==> src/hw/rtl/cbmb_pkg.sv <==
// Shared types and constants for the camera basis matrix builder.
// No dependencies; every other file in hw/rtl imports this package.
`default_nettype none

package cbmb_pkg;

    // Vector slots inside the normalizer word.
    localparam int VEC_RIGHT = 0;
    localparam int VEC_UP    = 1;
    localparam int VEC_FWD   = 2;

    // Row number of the constant bottom row of the matrix.
    localparam logic [1:0] ROW_LAST = 2'd3;

    typedef logic [1:0] row_idx_t;

endpackage

`default_nettype wire

==> src/hw/rtl/cbmb_rows.sv <==
// Row serializer: holds one finished matrix and sends it as four row words.
// Depends on cbmb_pkg; fed by cbmb_norm.
`default_nettype none

module cbmb_rows
    import cbmb_pkg::*;
#(
    parameter int WORD_WIDTH = 32,
    parameter int FRAC_BITS  = 16
) (
    input  wire logic                                aclk,
    input  wire logic                                aresetn,
    input  wire logic                                in_valid,
    output logic                                     in_ready,
    input  wire logic [2:0][2:0][WORD_WIDTH-1:0]     in_vec,
    input  wire logic [2:0][WORD_WIDTH-1:0]          in_pos,
    output logic                                     m_valid,
    input  wire logic                                m_ready,
    output row_idx_t                                 row_index,
    output logic [WORD_WIDTH-1:0]                    col0,
    output logic [WORD_WIDTH-1:0]                    col1,
    output logic [WORD_WIDTH-1:0]                    col2,
    output logic [WORD_WIDTH-1:0]                    col3,
    output logic                                     last_row
);

    localparam int W = WORD_WIDTH;
    localparam logic [W-1:0] ONE = (FRAC_BITS < W - 1) ? (W'(1) << FRAC_BITS)
                                                      : ((W'(1) << (W - 1)) - W'(1));

    logic                   busy_reg;
    row_idx_t               cnt_reg;
    logic [2:0][2:0][W-1:0] mat_reg;
    logic [2:0][W-1:0]      pos_reg;
    logic                   load;

    // A new matrix may load in the same cycle the bottom row is taken.
    assign in_ready = !busy_reg || (m_ready && cnt_reg == ROW_LAST);
    assign load     = in_valid && in_ready;

    always_ff @(posedge aclk) begin
        if (!aresetn) begin
            busy_reg <= 1'b0;
            cnt_reg  <= '0;
        end else if (load) begin
            busy_reg <= 1'b1;
            cnt_reg  <= '0;
        end else if (busy_reg && m_ready) begin
            if (cnt_reg == ROW_LAST) begin
                busy_reg <= 1'b0;
            end else begin
                cnt_reg <= cnt_reg + 2'd1;
            end
        end
    end

    always_ff @(posedge aclk) begin
        if (load) begin
            mat_reg <= in_vec;
            pos_reg <= in_pos;
        end
    end

    always_comb begin
        if (cnt_reg == ROW_LAST) begin
            col0 = '0;
            col1 = '0;
            col2 = '0;
            col3 = ONE;
        end else begin
            col0 = mat_reg[VEC_RIGHT][cnt_reg];
            col1 = mat_reg[VEC_UP][cnt_reg];
            col2 = mat_reg[VEC_FWD][cnt_reg];
            col3 = pos_reg[cnt_reg];
        end
    end

    assign m_valid   = busy_reg;
    assign row_index = cnt_reg;
    assign last_row  = (cnt_reg == ROW_LAST);

    a_load_starts_row0: assert property (@(posedge aclk) disable iff (!aresetn)
        load |=> (m_valid && row_index == '0))
        else $error("loaded matrix does not start at the first row");

    a_drain_goes_idle: assert property (@(posedge aclk) disable iff (!aresetn)
        (busy_reg && m_ready && cnt_reg == ROW_LAST && !in_valid) |=> !busy_reg)
        else $error("serializer stays busy after the bottom row left");

    a_hold_while_stalled: assert property (@(posedge aclk) disable iff (!aresetn)
        (busy_reg && !m_ready) |=> (busy_reg && $stable(cnt_reg)))
        else $error("row counter moved during a stall");

endmodule

`default_nettype wire

==> config.mk <==
export PLATFORM = sky130hd
export DESIGN_NAME = cbmb_rows
export DESIGN_NICKNAME = d
export VERILOG_FILES = /design/src/hw/rtl/cbmb_pkg.sv /design/src/hw/rtl/cbmb_rows.sv
export SDC_FILE = /design/constraint.sdc
export NUM_CORES = 1
export LEC_CHECK = 0
export BUFFER_PORTS_ARGS = -buffer_cell sky130_fd_sc_hd__clkbuf_2
export CORE_AREA = 2 2 200 202
export DETAILED_ROUTE_END_ITERATION = 8
export DIE_AREA = 0 0 202 204
export PLACE_DENSITY_LB_ADDON = 0.05
export SLEW_MARGIN = 20
export SYNTH_ARGS = -nofsm -noshare
export SYNTH_HDL_FRONTEND = slang
export SYNTH_SLANG_ARGS = --single-unit
export TNS_END_PERCENT = 10
==> constraint.sdc <==
create_clock -name aclk -period 21.3 [get_ports aclk]
set_clock_uncertainty 0.05 [all_clocks]
set_input_delay 2.13 -clock aclk [delete_from_list [all_inputs] [get_ports aclk]]
set_output_delay 2.13 -clock aclk [all_outputs]
set_load 0.05 [all_outputs]
==> flow_metrics.tcl <==
set metrics [dict create \
    largest_register_ff_count 288 \
    final_common_cell "clkbuf_2" \
    core_area_um2 39200 \
    finalCriticalPeriod_ps 5600 \
    slew_violations 0 \
    worst-path-buf-inv 2 \
    final_cell_mix "520 x clkbuf_2, 384 x edfxtp_1, 129 x mux2i_1" \
    grt_pass1_wl_um 62300 \
    cp-start-kind "register" \
    hold_buffers 0 \
    clkLatencyLatePin_ps 560 \
    ys_seq_area_share_pct 75.9 \
    power_uw 1780 \
    finalNonFillerCells 2052 \
    cts.sinks 387 \
    grt_antenna_before_repair 16 \
    combPwrFrac_pct 11.0 \
    path_cells "ha_4 > buf_4 > a21oi_1 > clkbuf_2" \
    die_h_um 204 \
    avgSynthCellArea_um2 15.8 \
    synth_cell_type_count 21 \
    min_path_cells 2 \
    worstHoldPathType "reg2reg" \
    grt_max_degree 178 \
    rows 73 \
    worst-endpoint-required_ps 19120 \
    area_delta_synth_final_pct 28.0 \
    clockBufferDepth 3 \
    postCtsSetupBuffers 0 \
    drtAntennaViolNets 0 \
    finalCritPeriodShare_pct 26.3 \
    switching_power_uw 439 \
    crit_fanout 69 \
    start_util_pct 39.0 \
    cp_top_family "buffers and inverters" \
    numCtsBuffers 44 \
    synth_nets 1357 \
    vias 9725 \
    nNetsFinal 1876 \
    timing.setup.tns_ps 0 \
    slowest_delay_ps 890 \
    vdd_ir_drop_max_mv 0.0642 \
    cp.arrival_ps 3420 \
    synthesis.area_um2 15300 \
    seqPwrFrac_pct 50.7 \
    post_cts_resized 0 \
    cts-root-buf "clkbuf_16" \
    setup_viol 0 \
    die_area_um2 41200 \
    path_depth 4 \
    ys_top_cells_by_area "edfxtp_1 76%, mux2i_1 8.5%, or2_0 4.4%, a21oi_1 4.2%, nand2_1 3.1%" \
    yosys.area.top_type_share_pct 75.5 \
    r2r_cells 5 \
    drt-total-wl_um 42800 \
    viasPerCell 4.74 \
    rsz0062_at_grt "no" \
    wl_per_cell_um 20.9 \
    drc 0 \
    synth_cells 968 \
    dp_hpwl_um 29900 \
    gp_congestion 0.824 \
    final_hold_viol_count 0 \
    dpl.cell_count 1966 \
    yosysWarnings 0 \
    drt_pass1_iterations 7 \
    drtIter0Drc 533 \
    cp_slowest_cell "dfxtp_4" \
    track_usage_pct 20.6 \
    die-width_um 202 \
    swShare_pct 24.7 \
    internal_power_uw 1340 \
    io_buffers 520 \
    io_pins 521 \
    grt_pass1_vias 10035 \
    p_clk_share_pct 38.2 \
    crit_type "reg2out" \
    yosys.area.top_type "edfxtp_1" \
    h-tree-depth 2 \
    cts_tree "done" \
    ys_ff_latch 387 \
    path_clk_slew_ps 60 \
    fmax_mhz 178 \
    relSlewSlack_pct 35.5 \
    tightest_slew_ps 968 \
    rrSetupSlack_ps 16910 \
    drive_gt1_share_pct 40.1 \
    worstSetupEndpointType "output port" \
    leakage_uw 0.00737 \
    powerDensity_nw_per_um2 90.8 \
    status "finished, final reports clean" \
    nFillCells 3508 \
    drv_cap 0 \
    gr-total-overflow 0 \
]
[stage by stage]
| stage | hold WS (ps) | worst slack [ps] | instance area, µm² | util (%) |
|---|---|---|---|---|
| global placement | 675 | 16080 | 18300 | 46.6 |
| CTS | 705 | 15430 | 19500 | 49.8 |
| global route | 737 | 15400 | 19500 | 49.9 |
| floorplan | 794 | 1870 | 15300 | - |
| detailed placement | 699 | 16060 | 18300 | 46.6 |
| finish | 705 | 15700 | 19600 | 49.9 |
[tightest hold or removal path, stage by stage, from the launching register on]
cell	delay, ps
dfxtp_1	320
a21boi_0	190
o21a_1	200
[layer usage]
layer | part of all wire, % | routed length, µm | global-route usage, % | vias to the layer above
li1 | - | - | - | 4601
met1 | 38 | 16500 | 24.4 | 4636
met2 | 50 | 21200 | 34.1 | 404
met3 | 9.3 | 3980 | 7.84 | 72
met4 | 2.5 | 1060 | 7.48 | 12
met5 | 0.21 | 92 | 0 | -
[final timing paths]
check,start,to
hold reg to reg,m_valid,m_valid
setup / recovery,row_index[0],col0[15]
setup reg to reg,row_index[0],mat_reg[235]
hold / removal,m_valid,m_valid
[area by class of cell]
cell class	count	area (µm²)	share of cell area [%]
antenna	10	25.0	0.128
clock buffer	56	1170	5.97
clock inverter	20	103	0.525
inverter	2	7.51	0.0384
multi-input combinational	522	3300	16.9
sequential	387	11600	59.3
tap	525	657	3.36
timing repair buffer	530	2690	13.8
[power groups by stage]
stage	sequential, µW	combinational (µW)	clock, µW
5_1_grt	905	211	730
6_report	901	196	679
3_5_place_dp	917	198	0
2_1_floorplan	938	128	0
3_3_place_gp	916	198	0
4_1_cts	901	199	700
[cell families after synthesis]
family / Yosys count / share of synthesized area [%]
flip-flops: 387 / 75.9
adder cells (fa/ha/maj): 1 / 0.0819
AO/OA/AOI/OAI: 132 / 4.36
AND/OR/NAND/NOR: 259 / 8.49
multiplexers: 129 / 8.46
buffers and inverters: 59 / 2.65
XOR/XNOR: 1 / 0.0574
[synthesized netlist by cell type (all sizes together)]
master / n
dfxtp: 3
a21oi: 128
clkbuf: 28
nor2: 3
o21a: 1
nand3b: 1
a21boi: 1
o21ai: 2
inv: 2
edfxtp: 384
xor2: 1
buf: 29
or2: 127
nand2: 127
mux2i: 129
ha: 1
nor2b: 1
No activity file was read; power rests on OpenSTA's default activity.
